[config.mk]
export PLATFORM = sky130hd
export DESIGN_NAME = rational_add_multiply_unit
export DESIGN_NICKNAME = d
export VERILOG_FILES = /design/src/hw/rtl/ramu_pkg.sv /design/src/hw/rtl/ramu_divmul.sv /design/src/hw/rtl/rational_add_multiply_unit.sv
export VERILOG_INCLUDE_DIRS = /design/src /design/src/hw/rtl
export SDC_FILE = /design/constraint.sdc
export NUM_CORES = 2
export LEC_CHECK = 0
export BUFFER_PORTS_ARGS = -buffer_cell sky130_fd_sc_hd__buf_4
export CAP_MARGIN = 10
export CORE_MARGIN = 5
export CORE_UTILIZATION = 65
export CTS_CLUSTER_DIAMETER = 30
export DETAILED_ROUTE_END_ITERATION = 12
export PLACE_DENSITY = 0.83
export SETUP_SLACK_MARGIN = 0.3
export SLEW_MARGIN = 20
export SYNTH_ARGS = -nofsm -noshare
export SYNTH_HDL_FRONTEND = slang
export SYNTH_SLANG_ARGS = --single-unit
[constraint.sdc]
create_clock -name clk -period 22.5 [get_ports clk]
set_input_delay 0 -clock clk [delete_from_list [all_inputs] [get_ports clk]]
set_output_delay 0 -clock clk [all_outputs]
set_load 0.02 [all_outputs]
[src/hw/rtl/rational_add_multiply_unit_assert.svh]
// Assertion macros for the rational add/multiply unit.
// Each macro expects signals named clk and arst_n in the module that uses it.
`ifndef RATIONAL_ADD_MULTIPLY_UNIT_ASSERT_SVH
`define RATIONAL_ADD_MULTIPLY_UNIT_ASSERT_SVH

// The consequent must hold in the same cycle as the antecedent.
`define RAMU_ASSERT_NOW(lbl, ante, cons, msg) \
	lbl: assert property (@(posedge clk) disable iff (!arst_n) (ante) |-> (cons)) \
		else $error(msg);

// The consequent must hold in the cycle after the antecedent.
`define RAMU_ASSERT_NEXT(lbl, ante, cons, msg) \
	lbl: assert property (@(posedge clk) disable iff (!arst_n) (ante) |=> (cons)) \
		else $error(msg);

`endif

[src/hw/rtl/ramu_pkg.sv]
// Shared types, codes and microcode for the rational add/multiply unit.
// No dependencies; used by ramu_divmul and rational_add_multiply_unit.
`timescale 1ns / 1ps

package ramu_pkg;

	// Intermediates are held as sign and magnitude of this width.
	localparam int MW    = 64;
	localparam int CNT_W = $clog2(MW);
	localparam int PC_W  = 3;

	typedef struct packed {
		logic          neg;
		logic [MW-1:0] mag;
	} sval_t;

	localparam logic [1:0] ST_OK       = 2'd0;
	localparam logic [1:0] ST_ZERO_DEN = 2'd1;
	localparam logic [1:0] ST_OVF      = 2'd2;

	localparam logic CMD_ADD = 1'b0;
	localparam logic CMD_MUL = 1'b1;

	typedef enum logic [2:0] {
		R_AN = 3'd0,
		R_AD = 3'd1,
		R_BN = 3'd2,
		R_BD = 3'd3,
		R_T0 = 3'd4,
		R_T1 = 3'd5
	} reg_code_t;

	typedef enum logic [1:0] {
		UOP_RED = 2'd0,
		UOP_MUL = 2'd1,
		UOP_ADD = 2'd2,
		UOP_END = 2'd3
	} uop_kind_t;

	typedef struct packed {
		uop_kind_t kind;
		reg_code_t src_a;
		reg_code_t src_b;
		reg_code_t dst;
	} uop_t;

	typedef struct packed {
		logic start;
		logic mul;
	} unit_req_t;

	typedef struct packed {
		logic done;
		logic ovf;
	} unit_rsp_t;

	// Operation sequence for each command. The result always ends in AN / BN.
	function automatic uop_t ucode(input logic cmd, input logic [PC_W-1:0] pc);
		uop_t u;
		u = '{UOP_END, R_AN, R_AN, R_AN};
		if (cmd == CMD_MUL) begin
			case (pc)
				3'd0: u = '{UOP_RED, R_AN, R_BD, R_AN};
				3'd1: u = '{UOP_RED, R_AD, R_BN, R_AN};
				3'd2: u = '{UOP_MUL, R_AN, R_BN, R_AN};
				3'd3: u = '{UOP_MUL, R_AD, R_BD, R_BN};
				default: u = '{UOP_END, R_AN, R_AN, R_AN};
			endcase
		end else begin
			case (pc)
				3'd0: u = '{UOP_RED, R_AN, R_AD, R_AN};
				3'd1: u = '{UOP_RED, R_BN, R_BD, R_AN};
				3'd2: u = '{UOP_MUL, R_AN, R_BD, R_T0};
				3'd3: u = '{UOP_MUL, R_AD, R_BN, R_T1};
				3'd4: u = '{UOP_ADD, R_T0, R_T1, R_AN};
				3'd5: u = '{UOP_MUL, R_AD, R_BD, R_BN};
				3'd6: u = '{UOP_RED, R_AN, R_BN, R_AN};
				default: u = '{UOP_END, R_AN, R_AN, R_AN};
			endcase
		end
		return u;
	endfunction

endpackage

[src/hw/rtl/ramu_divmul.sv]
// Shared bit-serial unit: restoring divide or shift-add multiply, one bit per cycle.
// Depends on ramu_pkg.
`timescale 1ns / 1ps

module ramu_divmul (
	input  logic                     clk,
	input  logic                     arst_n,
	input  ramu_pkg::unit_req_t      req,
	input  logic [ramu_pkg::MW-1:0]  opa,
	input  logic [ramu_pkg::MW-1:0]  opb,
	output ramu_pkg::unit_rsp_t      rsp,
	output logic [ramu_pkg::MW-1:0]  quo,
	output logic [ramu_pkg::MW-1:0]  rem
);
	import ramu_pkg::*;

	logic             busy_q, mul_q, done_q, ovf_q;
	logic [CNT_W-1:0] cnt_q;
	logic [MW-1:0]    acc_q, rem_q, b_q, mb_q;
	logic [MW:0]      op1, op2;
	logic [MW+1:0]    sum;

	// One adder serves both: subtract the divisor, or add the multiplicand.
	always_comb begin
		if (mul_q) begin
			op1 = {acc_q, 1'b0};
			op2 = {1'b0, (mb_q[MW-1] ? b_q : '0)};
		end else begin
			op1 = {rem_q, acc_q[MW-1]};
			op2 = ~{1'b0, b_q};
		end
		sum = {1'b0, op1} + {1'b0, op2} + (MW+2)'(!mul_q);
	end

	always_ff @(posedge clk or negedge arst_n) begin
		if (!arst_n) begin
			busy_q <= 1'b0;
			done_q <= 1'b0;
			mul_q  <= 1'b0;
			cnt_q  <= '0;
		end else begin
			done_q <= 1'b0;
			if (req.start) begin
				busy_q <= 1'b1;
				mul_q  <= req.mul;
				cnt_q  <= '0;
			end else if (busy_q) begin
				cnt_q <= cnt_q + 1'b1;
				if (cnt_q == CNT_W'(MW - 1)) begin
					busy_q <= 1'b0;
					done_q <= 1'b1;
				end
			end
		end
	end

	always_ff @(posedge clk) begin
		if (req.start) begin
			b_q   <= opb;
			mb_q  <= opa;
			rem_q <= '0;
			acc_q <= req.mul ? '0 : opa;
			ovf_q <= 1'b0;
		end else if (busy_q) begin
			if (mul_q) begin
				acc_q <= sum[MW-1:0];
				mb_q  <= {mb_q[MW-2:0], 1'b0};
				ovf_q <= ovf_q | sum[MW+1] | sum[MW];
			end else begin
				rem_q <= sum[MW+1] ? sum[MW-1:0] : op1[MW-1:0];
				acc_q <= {acc_q[MW-2:0], sum[MW+1]};
			end
		end
	end

	assign rsp.done = done_q;
	assign rsp.ovf  = ovf_q;
	assign quo      = acc_q;
	assign rem      = rem_q;

endmodule

[src/hw/rtl/rational_add_multiply_unit.sv]
// Top level of the rational add/multiply unit: sequencer, operand registers, output stage.
// Depends on ramu_pkg, ramu_divmul and rational_add_multiply_unit_assert.svh.
`timescale 1ns / 1ps

// Takes one pair of signed fractions and a command per transfer and returns one
// fraction with a status code. All divides and multiplies run on one shared bit-serial
// unit. Each reduction is one divide per Euclid step plus two exact divides.
// A zero operand or a zero denominator skips the arithmetic: S_CHECK hands its result
// straight to S_OUT. The next item is taken once the previous result has been placed
// in the output register.
module rational_add_multiply_unit #(
	parameter int INT_WIDTH = 32
) (
	input  logic                        clk,
	input  logic                        arst_n,
	input  logic                        in_valid,
	output logic                        in_ready,
	input  logic                        command,
	input  logic signed [INT_WIDTH-1:0] a_num,
	input  logic signed [INT_WIDTH-1:0] a_den,
	input  logic signed [INT_WIDTH-1:0] b_num,
	input  logic signed [INT_WIDTH-1:0] b_den,
	output logic                        out_valid,
	input  logic                        out_ready,
	output logic signed [INT_WIDTH-1:0] res_num,
	output logic signed [INT_WIDTH-1:0] res_den,
	output logic [1:0]                  status
);
	import ramu_pkg::*;

	localparam int W = INT_WIDTH;
	localparam logic [MW-1:0] MAXPOS = {{(MW-W+1){1'b0}}, {(W-1){1'b1}}};

	typedef enum logic [7:0] {
		S_IDLE  = 8'b0000_0001,
		S_CHECK = 8'b0000_0010,
		S_FETCH = 8'b0000_0100,
		S_GCD   = 8'b0000_1000,
		S_QX    = 8'b0001_0000,
		S_QY    = 8'b0010_0000,
		S_MUL   = 8'b0100_0000,
		S_OUT   = 8'b1000_0000
	} state_t;

	function automatic sval_t dec(input logic [W-1:0] v);
		sval_t         s;
		logic [W-1:0] t;
		s.neg = v[W-1];
		t     = s.neg ? (~v + 1'b1) : v;
		s.mag = MW'(t);
		return s;
	endfunction

	function automatic logic [W-1:0] enc(input sval_t s);
		logic [MW-1:0] t;
		t = s.neg ? (~s.mag + 1'b1) : s.mag;
		return t[W-1:0];
	endfunction

	function automatic logic fits(input sval_t s);
		return s.neg ? (s.mag <= MAXPOS + 1'b1) : (s.mag <= MAXPOS);
	endfunction

	function automatic sval_t pick(input reg_code_t c, input sval_t an, input sval_t ad,
			input sval_t bn, input sval_t bd, input sval_t t0, input sval_t t1);
		sval_t r;
		case (c)
			R_AN: r = an;
			R_AD: r = ad;
			R_BN: r = bn;
			R_BD: r = bd;
			R_T0: r = t0;
			R_T1: r = t1;
			default: r = an;
		endcase
		return r;
	endfunction

	state_t          state_q;
	logic            cmd_q, wait_q, pos_q;
	logic [PC_W-1:0] pc_q;
	sval_t           an_q, ad_q, bn_q, bd_q, t0_q, t1_q, g_q;
	logic [MW-1:0]   p_q, q_q;
	logic [W-1:0]    pnum_q, pden_q;
	logic [1:0]      pst_q;
	logic            out_valid_q;
	logic [W-1:0]    res_num_q, res_den_q;
	logic [1:0]      status_q;

	uop_t            uop;
	sval_t           x, y;
	unit_req_t       unit_req;
	unit_rsp_t       unit_rsp;
	logic [MW-1:0]   unit_a, unit_b, unit_quo, unit_rem;

	sval_t           add_res;
	logic            add_ovf, add_same, add_xge;
	logic [MW:0]     add_sum;

	logic            wr_en;
	reg_code_t       wr_code;
	sval_t           wr_val;

	assign uop = ucode(cmd_q, pc_q);
	assign x   = pick(uop.src_a, an_q, ad_q, bn_q, bd_q, t0_q, t1_q);
	assign y   = pick(uop.src_b, an_q, ad_q, bn_q, bd_q, t0_q, t1_q);

	// Signed add of two sign-magnitude values.
	always_comb begin
		add_same = (x.neg == y.neg);
		add_xge  = (x.mag >= y.mag);
		add_sum  = {1'b0, x.mag} + {1'b0, y.mag};
		add_ovf  = add_same && add_sum[MW];
		if (add_same) begin
			add_res.mag = add_sum[MW-1:0];
		end else if (add_xge) begin
			add_res.mag = x.mag - y.mag;
		end else begin
			add_res.mag = y.mag - x.mag;
		end
		if (add_same || add_xge) begin
			add_res.neg = x.neg && (add_res.mag != '0);
		end else begin
			add_res.neg = y.neg;
		end
	end

	always_comb begin
		unit_req.start = 1'b0;
		unit_req.mul   = 1'b0;
		unit_a         = x.mag;
		unit_b         = y.mag;
		case (state_q)
			S_GCD: begin
				unit_req.start = !wait_q;
				unit_a         = p_q;
				unit_b         = q_q;
			end
			S_QX: begin
				unit_req.start = !wait_q;
				unit_b         = g_q.mag;
			end
			S_QY: begin
				unit_req.start = !wait_q;
				unit_a         = y.mag;
				unit_b         = g_q.mag;
			end
			S_MUL: begin
				unit_req.start = !wait_q;
				unit_req.mul   = 1'b1;
			end
			default: ;
		endcase
	end

	ramu_divmul u_divmul (
		.clk    (clk),
		.arst_n (arst_n),
		.req    (unit_req),
		.opa    (unit_a),
		.opb    (unit_b),
		.rsp    (unit_rsp),
		.quo    (unit_quo),
		.rem    (unit_rem)
	);

	// Operand register write port.
	always_comb begin
		wr_en   = 1'b0;
		wr_code = uop.dst;
		wr_val  = add_res;
		case (state_q)
			S_FETCH: wr_en = (uop.kind == UOP_ADD) && !add_ovf && (add_res.mag != '0);
			S_QX: begin
				wr_en       = wait_q && unit_rsp.done;
				wr_code     = uop.src_a;
				wr_val.mag  = unit_quo;
				wr_val.neg  = (unit_quo != '0) && (x.neg != g_q.neg);
			end
			S_QY: begin
				wr_en       = wait_q && unit_rsp.done;
				wr_code     = uop.src_b;
				wr_val.mag  = unit_quo;
				wr_val.neg  = (unit_quo != '0) && (y.neg != g_q.neg);
			end
			S_MUL: begin
				wr_en       = wait_q && unit_rsp.done && !unit_rsp.ovf;
				wr_val.mag  = unit_quo;
				wr_val.neg  = (unit_quo != '0) && (x.neg != y.neg);
			end
			default: ;
		endcase
	end

	always_ff @(posedge clk) begin
		if (state_q == S_IDLE && in_valid) begin
			an_q <= dec(a_num);
			ad_q <= dec(a_den);
			bn_q <= dec(b_num);
			bd_q <= dec(b_den);
		end else if (wr_en) begin
			case (wr_code)
				R_AN: an_q <= wr_val;
				R_AD: ad_q <= wr_val;
				R_BN: bn_q <= wr_val;
				R_BD: bd_q <= wr_val;
				R_T0: t0_q <= wr_val;
				R_T1: t1_q <= wr_val;
				default: ;
			endcase
		end
	end

	always_ff @(posedge clk or negedge arst_n) begin
		if (!arst_n) begin
			state_q     <= S_IDLE;
			wait_q      <= 1'b0;
			pc_q        <= '0;
			cmd_q       <= CMD_ADD;
			out_valid_q <= 1'b0;
			pos_q       <= 1'b0;
			g_q         <= '0;
			p_q         <= '0;
			q_q         <= '0;
			pnum_q      <= '0;
			pden_q      <= '0;
			pst_q       <= ST_OK;
			res_num_q   <= '0;
			res_den_q   <= '0;
			status_q    <= ST_OK;
		end else begin
			if (unit_req.start) begin
				wait_q <= 1'b1;
			end
			if (out_valid_q && out_ready && state_q != S_OUT) begin
				out_valid_q <= 1'b0;
			end
			case (state_q)
				S_IDLE: begin
					if (in_valid) begin
						cmd_q   <= command;
						pc_q    <= '0;
						state_q <= S_CHECK;
					end
				end
				S_CHECK: begin
					pnum_q  <= '0;
					pden_q  <= W'(1);
					pst_q   <= ST_OK;
					state_q <= S_OUT;
					if (ad_q.mag == '0 || bd_q.mag == '0) begin
						pst_q <= ST_ZERO_DEN;
					end else if (cmd_q == CMD_MUL) begin
						if (an_q.mag != '0 && bn_q.mag != '0) begin
							state_q <= S_FETCH;
						end
					end else if (an_q.mag == '0 && bn_q.mag == '0) begin
						pst_q <= ST_OK;
					end else if (an_q.mag == '0) begin
						pnum_q <= enc(bn_q);
						pden_q <= enc(bd_q);
					end else if (bn_q.mag == '0) begin
						pnum_q <= enc(an_q);
						pden_q <= enc(ad_q);
					end else begin
						state_q <= S_FETCH;
					end
				end
				S_FETCH: begin
					case (uop.kind)
						UOP_RED: begin
							p_q     <= x.mag;
							q_q     <= y.mag;
							pos_q   <= 1'b1;
							state_q <= S_GCD;
						end
						UOP_MUL: state_q <= S_MUL;
						UOP_ADD: begin
							if (add_ovf || add_res.mag == '0) begin
								pnum_q  <= '0;
								pden_q  <= W'(1);
								pst_q   <= add_ovf ? ST_OVF : ST_OK;
								state_q <= S_OUT;
							end else begin
								pc_q <= pc_q + 1'b1;
							end
						end
						default: begin
							state_q <= S_OUT;
							if (fits(an_q) && fits(bn_q)) begin
								pnum_q <= enc(an_q);
								pden_q <= enc(bn_q);
								pst_q  <= ST_OK;
							end else begin
								pnum_q <= '0;
								pden_q <= W'(1);
								pst_q  <= ST_OVF;
							end
						end
					endcase
				end
				S_GCD: begin
					if (wait_q && unit_rsp.done) begin
						wait_q <= 1'b0;
						if (unit_rem == '0) begin
							// The sign of the divisor follows the parity of the step count.
							g_q.mag <= q_q;
							g_q.neg <= pos_q ? y.neg : x.neg;
							state_q <= S_QX;
						end else begin
							p_q   <= q_q;
							q_q   <= unit_rem;
							pos_q <= !pos_q;
						end
					end
				end
				S_QX: begin
					if (wait_q && unit_rsp.done) begin
						wait_q  <= 1'b0;
						state_q <= S_QY;
					end
				end
				S_QY: begin
					if (wait_q && unit_rsp.done) begin
						wait_q  <= 1'b0;
						pc_q    <= pc_q + 1'b1;
						state_q <= S_FETCH;
					end
				end
				S_MUL: begin
					if (wait_q && unit_rsp.done) begin
						wait_q <= 1'b0;
						if (unit_rsp.ovf) begin
							pnum_q  <= '0;
							pden_q  <= W'(1);
							pst_q   <= ST_OVF;
							state_q <= S_OUT;
						end else begin
							pc_q    <= pc_q + 1'b1;
							state_q <= S_FETCH;
						end
					end
				end
				S_OUT: begin
					if (!out_valid_q || out_ready) begin
						out_valid_q <= 1'b1;
						res_num_q   <= pnum_q;
						res_den_q   <= pden_q;
						status_q    <= pst_q;
						state_q     <= S_IDLE;
					end
				end
				default: state_q <= S_IDLE;
			endcase
		end
	end

	assign in_ready  = (state_q == S_IDLE);
	assign out_valid = out_valid_q;
	assign res_num   = res_num_q;
	assign res_den   = res_den_q;
	assign status    = status_q;

`include "rational_add_multiply_unit_assert.svh"

	`RAMU_ASSERT_NEXT(a_no_accept_while_busy, in_valid && in_ready, !in_ready,
		"Input accepted again in the cycle after a transfer.")
	`RAMU_ASSERT_NOW(a_flag_gives_zero, out_valid && status != ST_OK,
		res_num == '0 && res_den == 1, "Flagged result is not 0/1.")
	`RAMU_ASSERT_NOW(a_done_when_waiting, unit_rsp.done,
		wait_q && (state_q == S_GCD || state_q == S_QX || state_q == S_QY || state_q == S_MUL),
		"Arithmetic unit finished while the sequencer was not waiting for it.")
	`RAMU_ASSERT_NOW(a_start_when_idle, unit_req.start, !wait_q,
		"Arithmetic unit started twice for one operation.")

endmodule
==> results of run 1 <==
## timing repair
action	CTS
hold buffers	263
endpoints found under the hold margin	232
endpoints found under the setup margin	0
## synthesized netlist by cell type (all sizes together), types with 46 or more instances
cell,count
mux2i,372
o31ai,104
o22a,83
o211ai,46
xor2,235
nor2b,52
dfrtp,348
o21bai,57
o22ai,191
nand2,893
or4,52
clkbuf,408
a21o,91
or3,70
nor2,634
xnor2,131
mux2,205
nand4,47
nor4,121
dfxtp,193
buf,111
edfxtp,454
nand2b,56
ha,270
a221oi,135
a222oi,64
o21ai,689
nand3,138
nor3,78
inv,298
a21oi,606
a22oi,70
## layer usage
layer | GRT overflow | global-route usage (%)
met1 | 2 | 74.8
met3 | 3 | 49.6
met2 | 7 | 86.1
met5 | 0 | 27.0
met4 | 6 | 56.1
## through the flow
| step | hold slack (ns) | util [%] | area [µm²] | setup WS (ns) | instances |
|---|---|---|---|---|---|
| global placement | 0.0752 | 67.6 | 71000 | 9.18 | 8985 |
| detailed placement | 0.0818 | 67.6 | 71000 | 8.66 | 8985 |
| CTS | 0.0892 | 77.0 | 80800 | 8.60 | 9630 |
| floorplan | -0.296 | - | 68500 | 10.53 | 7784 |
## cell families after synthesis
| kind of cell | after synthesis | share of synthesized area (%) |
|---|---|---|
| multiplexers | 577 | 8.81 |
| buffers and inverters | 823 | 4.69 |
| XOR/XNOR | 366 | 4.68 |
| flip-flops | 996 | 38.3 |
| AND/OR/NAND/NOR | 2264 | 15.1 |
| AO/OA/AOI/OAI | 2483 | 23.4 |
| adder cells (fa/ha/maj) | 275 | 5.08 |
==> impl_metrics.csv, run 1 <==
group,metric,value,unit
grt,groute.usage.overall,68.6,%
placed_design,finalWeightedCongestion,1.16,
clocking,tritoncts.num_buffers,201,
synthesis,number_of_flops_mapped_to_enable_cells_by_yosys,454,
synthesis,synth_area_leaders,"edfxtp_1 20%, dfrtp_1 13%, dfxtp_1 5.6%",
clocking,cts-resized-gates,0,
floorplan,initial_core_util,65.3,%
grt,grt_overflow_total,18,
clocking,post-cts-setup-buffer-count,0,
clocking,numClockSinks,996,
placed_design,io_buffer_count,200,
synthesis,syn-cell-area,68500,µm²
synthesis,synth.yosys.seq_area_share,38.3,%
synthesis,synthDominantAreaCellType,"edfxtp_1",
clocking,cts-htree-levels,4,
synthesis,ys.flop_type,"edfxtp_1",
floorplan,chipHeight,335,µm
grt,grt_start_max_net_pins,118,
synthesis,flop_and_latch_count_out_of_synthesis,996,
synthesis,syn_inst,7784,
synthesis,yosys.cell_types.count,106,
synthesis,synth_async_sr_flop_share,35.0,%
status,toolErrorMsg,"[ERROR GRT-0232] Routing congestion too high. Check the congestion heatmap in the GUI.",
synthesis,synth_top_area_share,19.9,%
grt,antenna_found_initial,48,
floorplan,die_width,335,µm
synthesis,syn-mean-instance-area,8.80,µm²
clocking,clock-root-buffer,"clkbuf_16",
floorplan,floorplan.io_pins,201,
status,lastStage,"global routing (5_1_grt)",
synthesis,synth_fp_nets,8192,
placed_design,final_hpwl_from_detailed_placement,229000,µm
floorplan,std_cell_rows,119,
clocking,maximum_count_of_clock_buffers_along_a_single_path,3,
status,status,"aborted with a tool error",
synthesis,yosysWarnings,0,
==> run 2: changes to the inputs <==
- CORE_UTILIZATION: 65 -> 40
- CTS_CLUSTER_DIAMETER: 30 -> default
- PLACE_DENSITY: 0.83 -> default
- PLACE_DENSITY_LB_ADDON: default -> 0.15
- SETUP_SLACK_MARGIN: 0.3 -> default
==> impl_metrics.csv, run 2 <==
group,metric,value,unit
synthesis,synth.yosys.seq_area_share,38.3,%
min_path,min-delay-path-class,"in -> reg",
synthesis,syn_inst,7784,
final_layout,most-common-layout-cells,"883 x nand2_1, 670 x o21ai_0, 629 x nor2_1, 601 x a21oi_1, 454 x edfxtp_1",
power_and_ir_drop,pwr_density_cell,185,nW/µm²
power_and_ir_drop,share_comb_of_total_power,64.3,%
sta,worst_slack,9.57,ns
clocking,clock-root-buffer,"clkbuf_16",
clocking,post-cts-setup-buffer-count,0,
synthesis,synth_async_sr_flop_share,35.0,%
grt,grt_overflow_total,0,
critical_path,biggest_fanout_along_the_worst_timing_path,50,
critical_path,crit_arrival,13.49,ns
sta,finalCriticalPeriod,12.93,ns
min_path,min_from,"a_num[0]",
final_layout,layout-drive-gt1-share,11.5,%
critical_path,critical_path.max_stage_delay,1.10,ns
sta,fin_worst_skew,0.101,ns
sta,hold_violations,0,
placed_design,io_buffer_count,200,
routing,routed_via_density,6.43,
clocking,numClockSinks,996,
final_layout,ff_latch_area,26200,µm²
final_layout,multi_input_area,39500,µm²
clocking,tritoncts.num_buffers,112,
sta,unrepaired_setup_endpoints_after_global_routing,"no",
routing,drt_first_iter_violations,9486,
sta,maxSlewViolCount,0,
clocking,cts-htree-levels,3,
critical_path,setup.reg_to_reg.worst_slack,9.57,ns
synthesis,synth_area_leaders,"edfxtp_1 20%, dfrtp_1 13%, dfxtp_1 5.6%",
synthesis,yosys.cell_count.top_type,"nand2_1",
min_path,min_delay_worst_endpoint,"an_q[0]",
clocking,maximum_count_of_clock_buffers_along_a_single_path,3,
clocking,clk_transition_reported_paths,0.06,ns
synthesis,synth.top_cells.by_count,"890 x nand2_1, 683 x o21ai_0, 633 x nor2_1, 603 x a21oi_1, 454 x edfxtp_1",
power_and_ir_drop,switching_power,8.20,mW
critical_path,critPathCaptureType,"flop",
sta,highest_achievable_clock_rate,0.0773,GHz
synthesis,syn-cell-area,68500,µm²
floorplan,die-area,180000,µm²
final_layout,mostFrequentLayoutCell,"nand2_1",
power_and_ir_drop,sw_frac_of_total,56.0,%
floorplan,chipHeight,424,µm
floorplan,std_cell_rows,152,
synthesis,syn-mean-instance-area,8.80,µm²
routing,total_via_count_in_the_routed_design,66712,
synthesis,synthDominantAreaCellType,"edfxtp_1",
grt,grt_start_max_net_pins,202,
grt,first_global_vias,62282,
sta,tightestPinTransition,1.26,ns
sta,fin_crit_sh,57.5,%
clocking,cts_hold_buffers,254,
run,max_cap_viols,0,
power_and_ir_drop,ir_worst_vdd,0.128,mV
power_and_ir_drop,seq_power_share,22.2,%
floorplan,floorplan.io_pins,201,
floorplan,initial_core_util,40.1,%
synthesis,synth_top_area_share,19.9,%
critical_path,setup.worst_path.start_class,"flop",
critical_path,timing_worst_setup_path_type,"reg -> reg",
floorplan,die_width,424,µm
synthesis,flop_and_latch_count_out_of_synthesis,996,
clocking,cts-resized-gates,0,
sta,max_slew_margin,13.7,%
power_and_ir_drop,power_leakage,32.9,nW
routing,route.antenna.remaining_nets,0,
final_layout,n_fill_cell,16441,
min_path,holdPathStages,4,
clocking,clock_tree_from_tritoncts,"yes",
placed_design,finalWeightedCongestion,1.03,
power_and_ir_drop,p_clk_share,13.5,%
sta,finalSetupViolCount,0,
routing,drt_wl_total,331000,µm
critical_path,ff_to_ff_path_depth,30,
routing,avgRoutedWirePerCell,31.9,µm
critical_path,ff_to_ff_end,"an_q[31]",
synthesis,synth_fp_nets,8192,
critical_path,cp.required,23.06,ns
synthesis,yosys.cell_types.count,106,
final_layout,final_nets,8441,
status,status,"completed",
grt,groute.usage.overall,35.4,%
routing,detailedRoute.firstPassIterationCount,9,
placed_design,place_ws,10.15,ns
sta,totalNegativeSetupSlack,0,ns
grt,grt_first_pass_wirelength,467000,µm
clocking,clkLatencyLatePin,0.82,ns
grt,antenna_found_initial,25,
critical_path,crit_top_cell,"buf_4",
critical_path,worst_r2r_startpoint,"pc_q[2]",
synthesis,number_of_flops_mapped_to_enable_cells_by_yosys,454,
synthesis,ys.flop_type,"edfxtp_1",
synthesis,yosysWarnings,0,
placed_design,final_hpwl_from_detailed_placement,253000,µm
critical_path,critical_path_cell_with_the_highest_stage_delay,"a221oi_1",
floorplan,core_area,171000,µm²
final_layout,area_growth,15.6,%
routing,remaining_drc_errors,0,
power_and_ir_drop,p_int,6.45,mW
run 2: cell counts after synthesis:
No cell type changed its count.
run 2: worst max-delay path, delay by kind of cell (launching register included):
family                   cells  cell delay (ns)
AO/OA/AOI/OAI               12             3.88
AND/OR/NAND/NOR             10             4.46
buffers and inverters        6             2.47
adder cells (fa/ha/maj)      2             1.12
flip-flops                   1             0.61
run 2: area by class of cell:
class,instances,area share [%]
Inverter,304,1.45
Antenna cell,12,0.0379
Clock buffer,153,4.04
Clock inverter,58,0.900
Tap cell,2233,3.53
Timing Repair Buffer,654,7.09
Sequential cell,996,33.1
Multi-Input combinational cell,5965,49.9
run 2: metal layers:
metal	global-route usage, %	routed length (µm)	vias to the layer above
met5	0	92	-
met3	8.15	32700	553
met1	51.7	148000	33257
li1	-	-	29311
met2	51.6	138000	3577
met4	11.7	13200	14
run 2: through the flow:
| step | utilization (%) | hold WS (ns) | total power [mW] | instance area (µm²) | instances |
|---|---|---|---|---|---|
| after floorplan | - | -0.296 | 8.10 | 68500 | 7784 |
| after CTS | 46.3 | 0.111 | 14.2 | 79100 | 10360 |
| final | 46.3 | 0.158 | 14.7 | 79200 | 10375 |
| after global routing | 46.3 | 0.161 | 15.1 | 79200 | 10364 |
| after global placement | 42.4 | 0.0651 | 12.2 | 72600 | 9889 |
| after detailed placement | 42.5 | 0.0685 | 12.2 | 72700 | 9895 |
run 2: worst max-delay path by stage:
stage               startpoint       end  slack (ns)  cells past startpoint
floorplan              pc_q[2]   t0_q[0]       10.53                     30
global placement       pc_q[2]  bn_q[30]       10.17                     28
detailed placement     pc_q[2]  bn_q[30]       10.15                     30
CTS                    pc_q[2]  an_q[31]       10.05                     30
global route           pc_q[2]  bn_q[24]        9.29                     30
finish                 pc_q[2]  an_q[31]        9.57                     30
run 2: cell families after synthesis:
family / Yosys count / share of synthesized area [%]
AO/OA/AOI/OAI: 2483 / 23.4
AND/OR/NAND/NOR: 2264 / 15.1
flip-flops: 996 / 38.3
buffers and inverters: 823 / 4.69
multiplexers: 577 / 8.81
XOR/XNOR: 366 / 4.68
adder cells (fa/ha/maj): 275 / 5.08
run 2: power by group through the flow:
stage	Sequential, mW	Clock, mW	Combinational [mW]
CTS	3.21	2.00	9.03
finish	3.26	1.97	9.43
global route	3.26	2.07	9.78
floorplan	2.85	0	5.24
detailed placement	3.24	0	8.95
global placement	3.24	0	8.91
No activity file was read; power rests on OpenSTA's default activity.
